### config.mk
export PLATFORM = sky130hd
export DESIGN_NAME = link_recovery_supervisor
export DESIGN_NICKNAME = d
export VERILOG_FILES = /design/src/design/lrs_pkg.sv /design/src/design/lrs_cfg.sv /design/src/design/lrs_core.sv /design/src/design/link_recovery_supervisor.sv
export SDC_FILE = /design/constraint.sdc
export NUM_CORES = 1
export LEC_CHECK = 0
export BUFFER_PORTS_ARGS = -buffer_cell sky130_fd_sc_hd__buf_2
export CAP_MARGIN = 20
export CORE_AREA = 2 2 221 310
export CTS_BUF_LIST = sky130_fd_sc_hd__clkbuf_16
export CTS_CLUSTER_SIZE = 28
export DETAILED_ROUTE_END_ITERATION = 6
export DIE_AREA = 0 0 223 312
export GPL_TIMING_DRIVEN = 0
export PLACE_DENSITY_LB_ADDON = 0.12
export SYNTH_ARGS = -nofsm -noshare
export SYNTH_HDL_FRONTEND = slang
export SYNTH_HIERARCHICAL = 1
export SYNTH_SLANG_ARGS = --single-unit
### constraint.sdc
create_clock -name clk -period 9.2 [get_ports clk]
set_input_delay 1.84 -clock clk [delete_from_list [all_inputs] [get_ports clk]]
set_output_delay 1.84 -clock clk [all_outputs]
set_load 0.02 [all_outputs]
### src/design/lrs_pkg.sv
// Shared types and constants for the link recovery supervisor.
// Holds the register map, reset values and the word and result structures.
// No dependencies.
package lrs_pkg;

    localparam int TimeW  = 32;
    localparam int CountW = 8;
    localparam int AddrW  = 5;
    localparam int DataW  = 32;

    localparam logic [2:0] RegLossDebounce   = 3'd0;
    localparam logic [2:0] RegReconnectIntvl = 3'd1;
    localparam logic [2:0] RegLinkReboot     = 3'd2;
    localparam logic [2:0] RegStable         = 3'd3;
    localparam logic [2:0] RegRecoveryAfter  = 3'd4;
    localparam logic [2:0] RegCooldown       = 3'd5;
    localparam logic [2:0] RegMaxSoft        = 3'd6;
    localparam logic [2:0] RegNotreadyReboot = 3'd7;

    localparam logic [TimeW-1:0]  RstLossDebounce   = 32'd12000;
    localparam logic [TimeW-1:0]  RstReconnectIntvl = 32'd5000;
    localparam logic [TimeW-1:0]  RstLinkReboot     = 32'd900000;
    localparam logic [TimeW-1:0]  RstStable         = 32'd3000;
    localparam logic [TimeW-1:0]  RstRecoveryAfter  = 32'd45000;
    localparam logic [TimeW-1:0]  RstCooldown       = 32'd30000;
    localparam logic [CountW-1:0] RstMaxSoft        = 8'd12;
    localparam logic [TimeW-1:0]  RstNotreadyReboot = 32'd900000;

    localparam logic [CountW-1:0] CountMax = 8'hFF;

    typedef struct packed {
        logic [TimeW-1:0]  loss_debounce_ms;
        logic [TimeW-1:0]  reconnect_interval_ms;
        logic [TimeW-1:0]  link_reboot_ms;
        logic [TimeW-1:0]  stable_ms;
        logic [TimeW-1:0]  recovery_after_ms;
        logic [TimeW-1:0]  cooldown_ms;
        logic [CountW-1:0] max_soft_restarts;
        logic [TimeW-1:0]  notready_reboot_ms;
    } cfg_t;

    typedef struct packed {
        logic [TimeW-1:0] now_ms;
        logic             link_up;
        logic             tunnel_ready;
        logic             tunnel_busy;
    } poll_t;

    typedef struct packed {
        logic              stop_tunnel;
        logic              start_tunnel;
        logic              request_reconnect;
        logic              request_reboot;
        logic              publish_address;
        logic [CountW-1:0] restart_count;
    } result_t;

endpackage

### src/design/lrs_cfg.sv
// Configuration register file of the link recovery supervisor.
// Decodes APB-style writes and reads; depends on lrs_pkg.
module lrs_cfg
    import lrs_pkg::*;
(
    input  logic             clk,
    input  logic             rst_n,
    input  logic             psel,
    input  logic             penable,
    input  logic             pwrite,
    input  logic [AddrW-1:0] paddr,
    input  logic [DataW-1:0] pwdata,
    output logic [DataW-1:0] prdata,
    output cfg_t             cfg
);

    cfg_t       cfg_reg;
    logic       wr_en;
    logic [2:0] reg_idx;

    assign wr_en   = psel && penable && pwrite;
    assign reg_idx = paddr[4:2];
    assign cfg     = cfg_reg;

    always_ff @(posedge clk or negedge rst_n)
    begin
        if (!rst_n)
        begin
            cfg_reg.loss_debounce_ms      <= RstLossDebounce;
            cfg_reg.reconnect_interval_ms <= RstReconnectIntvl;
            cfg_reg.link_reboot_ms        <= RstLinkReboot;
            cfg_reg.stable_ms             <= RstStable;
            cfg_reg.recovery_after_ms     <= RstRecoveryAfter;
            cfg_reg.cooldown_ms           <= RstCooldown;
            cfg_reg.max_soft_restarts     <= RstMaxSoft;
            cfg_reg.notready_reboot_ms    <= RstNotreadyReboot;
        end
        else if (wr_en)
        begin
            case (reg_idx)
                RegLossDebounce:   cfg_reg.loss_debounce_ms      <= pwdata;
                RegReconnectIntvl: cfg_reg.reconnect_interval_ms <= pwdata;
                RegLinkReboot:     cfg_reg.link_reboot_ms        <= pwdata;
                RegStable:         cfg_reg.stable_ms             <= pwdata;
                RegRecoveryAfter:  cfg_reg.recovery_after_ms     <= pwdata;
                RegCooldown:       cfg_reg.cooldown_ms           <= pwdata;
                RegMaxSoft:        cfg_reg.max_soft_restarts     <= pwdata[CountW-1:0];
                RegNotreadyReboot: cfg_reg.notready_reboot_ms    <= pwdata;
                default:           cfg_reg <= cfg_reg;
            endcase
        end
    end

    always_comb
    begin
        case (reg_idx)
            RegLossDebounce:   prdata = cfg_reg.loss_debounce_ms;
            RegReconnectIntvl: prdata = cfg_reg.reconnect_interval_ms;
            RegLinkReboot:     prdata = cfg_reg.link_reboot_ms;
            RegStable:         prdata = cfg_reg.stable_ms;
            RegRecoveryAfter:  prdata = cfg_reg.recovery_after_ms;
            RegCooldown:       prdata = cfg_reg.cooldown_ms;
            RegMaxSoft:        prdata = {{(DataW-CountW){1'b0}}, cfg_reg.max_soft_restarts};
            RegNotreadyReboot: prdata = cfg_reg.notready_reboot_ms;
            default:           prdata = '0;
        endcase
    end

endmodule

### src/design/lrs_core.sv
// Supervisor state and the decision logic for one poll word.
// Updates the timers and counters when a word moves on; depends on lrs_pkg.
module lrs_core
    import lrs_pkg::*;
(
    input  logic    clk,
    input  logic    rst_n,
    input  logic    step,
    input  poll_t   poll,
    input  cfg_t    cfg,
    output result_t res
);

    logic [TimeW-1:0]  lost_since_reg, lost_since_next;
    logic              lost_valid_reg, lost_valid_next;
    logic [TimeW-1:0]  up_since_reg, up_since_next;
    logic              up_valid_reg, up_valid_next;
    logic [TimeW-1:0]  notready_since_reg, notready_since_next;
    logic              notready_valid_reg, notready_valid_next;
    logic [TimeW-1:0]  last_soft_reg, last_soft_next;
    logic              soft_valid_reg, soft_valid_next;
    logic [TimeW-1:0]  last_reconnect_reg, last_reconnect_next;
    logic              was_ready_reg, was_ready_next;
    logic              stopped_reg, stopped_next;
    logic [CountW-1:0] soft_count_reg, soft_count_next;

    logic [TimeW-1:0]  down_ms;
    logic [TimeW-1:0]  waited_ms;
    logic              stop_c, start_c, recon_c, reboot_c, publish_c;

    always_comb
    begin
        lost_since_next     = lost_since_reg;
        lost_valid_next     = lost_valid_reg;
        up_since_next       = up_since_reg;
        up_valid_next       = up_valid_reg;
        notready_since_next = notready_since_reg;
        notready_valid_next = notready_valid_reg;
        last_soft_next      = last_soft_reg;
        soft_valid_next     = soft_valid_reg;
        last_reconnect_next = last_reconnect_reg;
        was_ready_next      = was_ready_reg;
        stopped_next        = stopped_reg;
        soft_count_next     = soft_count_reg;
        down_ms             = '0;
        waited_ms           = '0;
        stop_c              = 1'b0;
        start_c             = 1'b0;
        recon_c             = 1'b0;
        reboot_c            = 1'b0;
        publish_c           = 1'b0;

        // Link handling.
        if (!poll.link_up)
        begin
            up_valid_next = 1'b0;
            up_since_next = '0;
            if (!lost_valid_reg)
            begin
                lost_valid_next = 1'b1;
                lost_since_next = poll.now_ms;
            end
            notready_valid_next = 1'b0;
            notready_since_next = '0;
            soft_valid_next     = 1'b0;
            last_soft_next      = '0;
            soft_count_next     = '0;
            down_ms = poll.now_ms - lost_since_next;
            if (down_ms > cfg.loss_debounce_ms)
            begin
                if (!stopped_reg)
                begin
                    stopped_next   = 1'b1;
                    was_ready_next = 1'b0;
                    stop_c         = 1'b1;
                end
                if ((poll.now_ms - last_reconnect_reg) > cfg.reconnect_interval_ms)
                begin
                    last_reconnect_next = poll.now_ms;
                    recon_c             = 1'b1;
                end
                if (down_ms >= cfg.link_reboot_ms)
                begin
                    reboot_c = 1'b1;
                end
            end
        end
        else if (stopped_reg)
        begin
            lost_valid_next = 1'b0;
            lost_since_next = '0;
            if (!up_valid_reg)
            begin
                up_valid_next = 1'b1;
                up_since_next = poll.now_ms;
            end
            else if ((poll.now_ms - up_since_reg) > cfg.stable_ms)
            begin
                stopped_next = 1'b0;
                start_c      = 1'b1;
            end
        end
        else
        begin
            lost_valid_next = 1'b0;
            lost_since_next = '0;
        end

        // Tunnel readiness handling.
        if (poll.tunnel_ready)
        begin
            notready_valid_next = 1'b0;
            notready_since_next = '0;
            soft_valid_next     = 1'b0;
            last_soft_next      = '0;
            soft_count_next     = '0;
            if (!was_ready_next)
            begin
                publish_c      = 1'b1;
                was_ready_next = 1'b1;
            end
        end
        else
        begin
            was_ready_next = 1'b0;
            if (!poll.link_up || stopped_next)
            begin
                notready_valid_next = 1'b0;
                notready_since_next = '0;
                soft_valid_next     = 1'b0;
                last_soft_next      = '0;
                soft_count_next     = '0;
            end
            else
            begin
                if (!notready_valid_reg)
                begin
                    notready_valid_next = 1'b1;
                    notready_since_next = poll.now_ms;
                end
                waited_ms = poll.now_ms - notready_since_next;
                if ((waited_ms >= cfg.recovery_after_ms) &&
                    (!soft_valid_reg ||
                     ((poll.now_ms - last_soft_reg) >= cfg.cooldown_ms)) &&
                    !poll.tunnel_busy)
                begin
                    if (soft_count_reg != CountMax)
                    begin
                        soft_count_next = soft_count_reg + 1'b1;
                    end
                    last_soft_next  = poll.now_ms;
                    soft_valid_next = 1'b1;
                    stop_c          = 1'b1;
                    start_c         = 1'b1;
                end
                if ((waited_ms >= cfg.notready_reboot_ms) ||
                    (soft_count_next >= cfg.max_soft_restarts))
                begin
                    reboot_c = 1'b1;
                end
            end
        end
    end

    assign res.stop_tunnel       = stop_c;
    assign res.start_tunnel      = start_c;
    assign res.request_reconnect = recon_c;
    assign res.request_reboot    = reboot_c;
    assign res.publish_address   = publish_c;
    assign res.restart_count     = soft_count_next;

    always_ff @(posedge clk or negedge rst_n)
    begin
        if (!rst_n)
        begin
            lost_since_reg     <= '0;
            lost_valid_reg     <= 1'b0;
            up_since_reg       <= '0;
            up_valid_reg       <= 1'b0;
            notready_since_reg <= '0;
            notready_valid_reg <= 1'b0;
            last_soft_reg      <= '0;
            soft_valid_reg     <= 1'b0;
            last_reconnect_reg <= '0;
            was_ready_reg      <= 1'b0;
            stopped_reg        <= 1'b0;
            soft_count_reg     <= '0;
        end
        else if (step)
        begin
            lost_since_reg     <= lost_since_next;
            lost_valid_reg     <= lost_valid_next;
            up_since_reg       <= up_since_next;
            up_valid_reg       <= up_valid_next;
            notready_since_reg <= notready_since_next;
            notready_valid_reg <= notready_valid_next;
            last_soft_reg      <= last_soft_next;
            soft_valid_reg     <= soft_valid_next;
            last_reconnect_reg <= last_reconnect_next;
            was_ready_reg      <= was_ready_next;
            stopped_reg        <= stopped_next;
            soft_count_reg     <= soft_count_next;
        end
    end

endmodule

### src/design/link_recovery_supervisor.sv
// Top level of the link recovery supervisor: input and output word registers.
// Instantiates lrs_cfg and lrs_core; depends on lrs_pkg.
//
// Each poll word is captured in an input register, evaluated against the
// supervisor state by combinational logic and written to an output register;
// it is held in the input register only while the output is stalled, and a
// new word may be accepted on every cycle unless a stalled result blocks it.
// The only loop is the supervisor state itself, which is updated in the same
// cycle that a word moves into the output register. Configuration registers
// should be written only when no words are in flight.
module link_recovery_supervisor
    import lrs_pkg::*;
(
    input  logic              clk,
    input  logic              rst_n,
    input  logic              psel,
    input  logic              penable,
    input  logic              pwrite,
    input  logic [AddrW-1:0]  paddr,
    input  logic [DataW-1:0]  pwdata,
    output logic [DataW-1:0]  prdata,
    output logic              pready,
    input  logic              in_valid,
    output logic              in_stall,
    input  logic [TimeW-1:0]  now_ms,
    input  logic              link_up,
    input  logic              tunnel_ready,
    input  logic              tunnel_busy,
    output logic              out_valid,
    input  logic              out_stall,
    output logic              stop_tunnel,
    output logic              start_tunnel,
    output logic              request_reconnect,
    output logic              request_reboot,
    output logic              publish_address,
    output logic [CountW-1:0] restart_count
);

    cfg_t    cfg;
    poll_t   poll_reg;
    logic    in_valid_reg;
    result_t res_c;
    result_t res_reg;
    logic    out_valid_reg;
    logic    advance;
    logic    in_take;

    assign pready   = 1'b1;
    assign advance  = in_valid_reg && (!out_valid_reg || !out_stall);
    assign in_stall = in_valid_reg && !advance;
    assign in_take  = in_valid && !in_stall;

    lrs_cfg u_cfg (
        .clk     (clk),
        .rst_n   (rst_n),
        .psel    (psel),
        .penable (penable),
        .pwrite  (pwrite),
        .paddr   (paddr),
        .pwdata  (pwdata),
        .prdata  (prdata),
        .cfg     (cfg)
    );

    lrs_core u_core (
        .clk   (clk),
        .rst_n (rst_n),
        .step  (advance),
        .poll  (poll_reg),
        .cfg   (cfg),
        .res   (res_c)
    );

    always_ff @(posedge clk or negedge rst_n)
    begin
        if (!rst_n)
        begin
            in_valid_reg <= 1'b0;
        end
        else if (in_take)
        begin
            in_valid_reg <= 1'b1;
        end
        else if (advance)
        begin
            in_valid_reg <= 1'b0;
        end
    end

    always_ff @(posedge clk)
    begin
        if (in_take)
        begin
            poll_reg.now_ms       <= now_ms;
            poll_reg.link_up      <= link_up;
            poll_reg.tunnel_ready <= tunnel_ready;
            poll_reg.tunnel_busy  <= tunnel_busy;
        end
    end

    always_ff @(posedge clk or negedge rst_n)
    begin
        if (!rst_n)
        begin
            out_valid_reg <= 1'b0;
        end
        else if (advance)
        begin
            out_valid_reg <= 1'b1;
        end
        else if (!out_stall)
        begin
            out_valid_reg <= 1'b0;
        end
    end

    always_ff @(posedge clk)
    begin
        if (advance)
        begin
            res_reg <= res_c;
        end
    end

    assign out_valid         = out_valid_reg;
    assign stop_tunnel       = res_reg.stop_tunnel;
    assign start_tunnel      = res_reg.start_tunnel;
    assign request_reconnect = res_reg.request_reconnect;
    assign request_reboot    = res_reg.request_reboot;
    assign publish_address   = res_reg.publish_address;
    assign restart_count     = res_reg.restart_count;

`ifndef SYNTHESIS
    // A reconnect request only comes while the link is down, a start never does.
    a_recon_no_start: assert property (@(posedge clk) disable iff (!rst_n)
        out_valid_reg |-> !(res_reg.request_reconnect && res_reg.start_tunnel))
        else $error("reconnect and start raised in the same word");

    // A ready tunnel clears the recovery state, so a publish shows a zero count.
    a_publish_count: assert property (@(posedge clk) disable iff (!rst_n)
        (out_valid_reg && res_reg.publish_address) |-> (res_reg.restart_count == '0))
        else $error("publish with a non-zero restart count");

    // A result appears only after a word has left the input register.
    a_out_from_in: assert property (@(posedge clk) disable iff (!rst_n)
        $rose(out_valid_reg) |-> $past(in_valid_reg))
        else $error("result appeared without an input word");
`endif

endmodule

## Yosys cells after proc, flatten, opt, wreduce, memory -nomap -nowiden

Cells that the tools add are included.

- Order comparisons: 8
- Reductions and logical operators: 33
- Eq/ne operators: 12
- Shifts and indexed selects: 0
- Divide/modulo/power cells: 0
- Multiplexer cells: 69
- Multiply operators: 0
- Add/sub/neg operators: 6
- Bitwise logic cells: 2

Operators with widths:

| operator | number |
|---|---|
| two-way mux 32 bit | 16 |
| case mux 32 bit (8 select lines) | 1 |
| subtractor 32 bit | 5 |
| greater-or-equal comparator 32 bit | 4 |
| > comparator 32 bit | 3 |
| two-way mux 8 bit | 7 |
| two-way mux 1 bit | 45 |
| AND reduction 2 bit | 10 |
| == test 3 bit (second input constant) | 4 |
| adder 8 x 1 -> 8 bit (second input constant) | 1 |
| greater-or-equal comparator 8 bit | 1 |
| != test 8 bit (second input constant) | 1 |
| logical AND 1 bit | 7 |
| zero test 1 bit | 7 |
| == test 3 x 2 -> 1 bit (second input constant) | 2 |
| logical OR 1 bit | 4 |
| != test 2 x 1 -> 1 bit (second input constant) | 2 |
| != test 4 x 2 -> 1 bit (second input constant) | 1 |
| AND reduction 4 bit | 1 |
| == test 3 x 1 -> 1 bit (second input constant) | 1 |
| zero test 3 bit | 1 |
| AND reduction 3 bit | 1 |
| != test 2 bit (second input constant) | 1 |
| inverter 1 bit | 2 |
| other kinds (2) | 2 |

- Input bits: 79
- Logic and storage cells: 162
- Bits in writable memories: 0
- Memories kept: 0
- Output and inout port bits: 48
- Bits in read-only memories: 0
- Flip-flop bits (word level): 456
- Bits in latches: 0

## Logic depth before layout (Yosys ltp)

- Depth after elaboration: 21
- Mapped depth: 38

## Hierarchy

The synthesis kept the hierarchy.

By module, submodules not included:

| module | area an instance (sq um) | instances | cells each | sequential area each (sq um) |
|---|---|---|---|---|
| lrs_core | 20988.9 | 1 | 2500 | 4354.2 |
| lrs_cfg | 10592.7 | 1 | 829 | 5879.4 |
| link_recovery_supervisor | 1545.2 | 1 | 58 | 1491.4 |

## Worst setup path after synthesis

No wires, ideal clock.

- Kind: register -> register
- Start point: reg poll_reg[2] (netlist bit)
- End point: reg res_reg (netlist bit request_reboot) (data pin)
- Period minus slack after synthesis: 7.467 ns
- Stages on the path, launching flop included: 39
- Arrival time: 7.215 ns
- Setup time: 0.251 ns
- Required time: 8.949 ns
- Slack: 1.733 ns
- Path through: edfxtp_1 > inv_1 > clkbuf_1 > nor2_1 > clkbuf_1 > nand2_1 > o21ai_0 > ha_1 > fa_1 > nor2b_1 > o2111ai_1 > a21oi_1 > and4bb_2 > o41ai_1 > a31oi_1 > o21bai_1 > a21oi_1 > xnor2_1 > [3 not listed] > or4_1 > nor2_1 > o211ai_1 > and3_1 > buf_6 > nor4_1 > a21oi_1 > ha_1 > nand2b_1 > a21o_1 > a21o_1 > a211oi_1 > o21a_1 > o21ai_0 > or3_1 > o21bai_1 > o22ai_1 > buf_4

- Cells in the longest elaborated chain, start to end: 16
- Elaborated cells between the ends (all ways): 23
- Classes of those cells: 1 x add/sub; 3 x order compare; 14 x mux; 5 x reduce/logical

RTL lines:

| what | line | source |
|---|---|---|
| start, declared | link_recovery_supervisor.sv:40 | `poll_t poll_reg;` |
| two-way mux 32 bit | lrs_core.sv:54 | `if (!poll.link_up)` |
| two-way mux 32 bit | lrs_core.sv:136 | `if (!notready_valid_reg)` |
| two-way mux 32 bit | lrs_core.sv:126 | `if (!poll.link_up \|\| stopped_next)` |
| two-way mux 32 bit | lrs_core.sv:110 | `if (poll.tunnel_ready)` |
| subtractor 32 bit | lrs_core.sv:141 | `waited_ms = poll.now_ms - notready_since_next;` |
| greater-or-equal comparator 32 bit | lrs_core.sv:142 | `if ((waited_ms >= cfg.recovery_after_ms) &&` |
| logical AND 1 bit | lrs_core.sv:142 |  |
| logical AND 1 bit | lrs_core.sv:144 | `((poll.now_ms - last_soft_reg) >= cfg.cooldown_ms)) &&` |
| two-way mux 8 bit | lrs_core.sv:142 |  |
| two-way mux 8 bit | lrs_core.sv:126 |  |
| two-way mux 8 bit | lrs_core.sv:110 |  |
| greater-or-equal comparator 8 bit | lrs_core.sv:157 | `(soft_count_next >= cfg.max_soft_restarts))` |
| logical OR 1 bit | lrs_core.sv:156 | `if ((waited_ms >= cfg.notready_reboot_ms) \|\|` |
| two-way mux 1 bit | lrs_core.sv:156 |  |
| two-way mux 1 bit | lrs_core.sv:126 |  |
| two-way mux 1 bit * | lrs_core.sv:110 |  |
| named net u_core.reboot_c | lrs_core.sv:29 | `logic stop_c, start_c, recon_c, reboot_c, publish_c;` |
| end signal, assigned | link_recovery_supervisor.sv:121 | `res_reg <= res_c;` |
| end, declared | link_recovery_supervisor.sv:43 | `result_t res_reg;` |

The timed path passes the listed nets; every way through them passes the cells marked *. The select of a mux whose other input is x is not followed.
A chain may end at the register's enable or synchronous reset.

## Final worst setup path

- Start point: reg u_core.notready_valid_reg
- End point: reg res_reg (netlist bit request_reboot) (data pin)

- Cells in the longest elaborated chain, start to end: 15
- Elaborated cells between the ends (all ways): 16
- Classes of those cells: 1 x add/sub; 3 x order compare; 9 x mux; 3 x reduce/logical

RTL lines:

| what | line | source |
|---|---|---|
| start, declared | lrs_core.sv:19 | `logic notready_valid_reg, notready_valid_next;` |
| start signal, assigned | lrs_core.sv:196 | `notready_valid_reg <= notready_valid_next;` |
| two-way mux 32 bit * | lrs_core.sv:136 |  |
| two-way mux 32 bit * | lrs_core.sv:126 |  |
| two-way mux 32 bit * | lrs_core.sv:110 |  |
| subtractor 32 bit * | lrs_core.sv:141 |  |
| greater-or-equal comparator 32 bit | lrs_core.sv:142 |  |
| logical AND 1 bit | lrs_core.sv:142 |  |
| logical AND 1 bit | lrs_core.sv:144 |  |
| two-way mux 8 bit | lrs_core.sv:142 |  |
| two-way mux 8 bit | lrs_core.sv:126 |  |
| two-way mux 8 bit | lrs_core.sv:110 |  |
| greater-or-equal comparator 8 bit | lrs_core.sv:157 |  |
| logical OR 1 bit * | lrs_core.sv:156 |  |
| two-way mux 1 bit * | lrs_core.sv:156 |  |
| two-way mux 1 bit * | lrs_core.sv:126 |  |
| two-way mux 1 bit * | lrs_core.sv:110 |  |
| named net u_core.reboot_c | lrs_core.sv:29 |  |

Marked as above.

==> out/metrics.csv <==
metric;value;unit
fmax;111.2;MHz
grt_pass1_vias;27110;
seq_power_share;27.4;%
synth_common_cells;388 x ha_1, 382 x inv_1, 349 x dfrtp_1;
synthMuxAreaShare;10.89;%
syn-num-nets;3859;
critPathArrivalTime;9.38;ns
hold_viol;0;
synth_edf_count;48;
yosys.area_share.simple;9.707;%
synthXorXnorAreaFrac;3.649;%
synth_top_area_cell;dfrtp_1;
dp_hpwl;93.34;mm
cts_tree;done;
drc;0;
rsz0062_at_grt;false;
r2r_cells;37;
max_stage_delay;0.48;ns
synthAdderAreaFrac;14.96;%
area_growth;11.40;%
clk_path_buf_depth;3;
synth_compound_area_share;19.25;%
layout.nets;4046;
yosysSeqAreaShare;35.39;%
crit-reg2reg-launch;u_core/notready_valid_reg;
routed-via-count;27340;
ant_nets;0;
synth_cell_types;94;
yosysTopAreaCellShare;26.36;%
core;0.06656;sq mm
p_switching;0.004445;W
critPathMaxFanout;10;
grt_pass1_wl;169.8;mm
critPathKind;reg -> reg;
worst_path_most_repeated_cell;ha_1;
outcome;finished clean;
overflow;0;
drive_gt1_share;15.43;%
die_area;0.06958;sq mm
clk_pin_slew;0.06;ns
largest_register_ffs;232;
worst_pin_slew;0.9808;ns
period_needed;8.990;ns
relSlewSlack;34.61;%
ir_drop;0.0002022;V
io_pins;127;
synthArstFlopShare;89.47;%
timing.final.max_slew_violations;0;
wl_per_cell;25.83;microns
dp.cells;4371;
max-cap-violations;0;
finClkSkew;0.03329;ns
powerDensity;280.1;mW/mm^2
post-route-util;55.44;%
hold_path_class;reg -> reg;
synth_cells;3387;
worstHoldPathCells;2;
viasPerCell;6.112;
min_to;u_core/notready_since_reg[29];
synth_top_family_by_area;compound AO/OA/AOI/OAI gates;
rows;112;
ctsHtreeMaxLevel;2;
grt_max_degree;92;
synthTopCellsByArea;dfrtp_1 26%, ha_1 15%, mux2_2 5.2%;
drt-total-wl;115.5;mm
p_int;0.005892;W
synth.most_common_cell;ha_1;
clkPwrFrac;20.5;%
synth_area;0.03313;sq mm
synth.avg_cell_area;9.781;sq um
min-delay-start;u_core/notready_since_reg[29];
setup_viol;0;
portBuffers;122;
r2r_slack;0.21;ns
gp_congestion;0.9795;
swShare;43.00;%
crit_path_top_delay_cell;a2111oi_0;
cts.sinks;456;
clk-insertion-delay-late;0.63;ns
p_leak;17.00;nW
diodes;0;
rr_endpoint;request_reboot;
ys_seq_elements;456;
synth_flop_cell;dfrtp_1;
first_iter_violations;2222;
fin_crit_sh;97.71;%
die_w;223;microns
initial_core_util;49.77;%
die_height;312;microns
drtPass1Iterations;6;
yosysWarnings;6;
ctsHoldBuffers;0;
worstSetupEndpointType;register;
power_frac_comb;52.1;%
stdcell_count;4472;
critPathRequiredTime;9.59;ns
cts_made_buffers;51;
cts-root-buf;clkbuf_16;
critPathLaunchType;register;
antenna_found_initial;2;
groute.usage.overall;32.89;%
fillCellCount;6022;
-- worst max path at each step --
| stage | from | slack, ns | depth (start not counted) | endpoint |
|---|---|---|---|---|
| global route | poll_reg[2] | 0.02 | 35 | request_reboot |
| floorplan | poll_reg[2] | 1.73 | 38 | request_reboot |
| finish | u_core/notready_valid_reg | 0.21 | 37 | request_reboot |
| CTS | u_core/notready_valid_reg | 0.03 | 37 | request_reboot |
| detailed placement | poll_reg[2] | -1.79 | 36 | request_reboot |
| global placement | rst_n | -2.05 | 1 | u_core/last_soft_reg[27] |
-- final cells by class --
type / count / area (sq um) / share of cell area [%]
clock inverter: 44 / 397.9 / 1.078
tap: 855 / 1070 / 2.899
clock buffer: 52 / 1301 / 3.526
buffer: 120 / 604.3 / 1.638
inverter: 382 / 1445 / 3.916
sequential: 456 / 11730 / 31.78
multi-input combinational: 2428 / 19560 / 52.99
timing repair buffer: 135 / 803.3 / 2.177
-- per-layer routing --
layer | track usage (%) | up-vias | share of wire (%)
li1 | - | 12680 | -
met1 | 38.39 | 13480 | 38
met2 | 54.47 | 891 | 47
met3 | 4.127 | 290 | 5.0
met4 | 26.71 | 0 | 9.7
met5 | 0 | - | 0
-- power groups by stage --
stage          registers, W  logic, W  clock network (W)
6_report            0.00283   0.00538            0.00212
3_3_place_gp        0.00285   0.00505                  0
4_1_cts             0.00283   0.00529            0.00217
3_5_place_dp        0.00287   0.00520                  0
2_1_floorplan       0.00274   0.00364                  0
5_1_grt             0.00288   0.00591            0.00224
-- cells by family (layout without fill, tap and decap cells) --
kind of cell | count (synthesis) | in the layout
simple gates | 653 | 653
buf+inv | 503 | 733
other cells | 1 | 1
fa+ha+maj | 393 | 393
xor+xnor | 138 | 138
flops | 456 | 456
mux | 328 | 328
compound gates | 915 | 915
-- metrics by stage --
stage               TNS (ns)  setup WS, ns  area [sq um]  total power [W]  hold slack, ns
floorplan                  0         1.733         33130         0.006376          0.4408
global placement     -692.91        -2.052         34810         0.007903          0.4566
finish                     0        0.2104         36900          0.01034          0.4810
global route               0       0.02323         36900          0.01104          0.4984
detailed placement    -1.785        -1.785         34960         0.008071          0.4674
CTS                        0       0.02701         36790          0.01029          0.4796
-- repair_timing --
action                     CTS  global route
gates resized for setup     22            18
pin swaps                    0             3
setup endpoints to repair    1             1
buffers inserted             4             2
-- layout by cell type, fill, tap and decap left out, types with 71 or more instances in the layout --
master / netlist / layout
a21oi_1: 188 / 185
dfrtp_1: 349 / 348
buf_2: 31 / 153
mux2_1: 104 / 104
nor2_1: 135 / 134
o21ai_0: 140 / 139
nand2_1: 199 / 199
xnor2_1: 99 / 94
mux2_2: 154 / 154
ha_1: 388 / 388
a21o_1: 149 / 149
a22o_1: 72 / 71
inv_1: 382 / 390
-- critical path, delay by kind of cell (launching register included) --
kind / cells / cell delay, ns
buffers and inverters: 4 / 0.93
AO/OA/AOI/OAI: 19 / 4.68
AND/OR/NAND/NOR: 9 / 1.51
adder cells (fa/ha/maj): 4 / 0.98
XOR/XNOR: 1 / 0.22
flip-flops: 1 / 0.44
(Power assumes the default switching activity.)
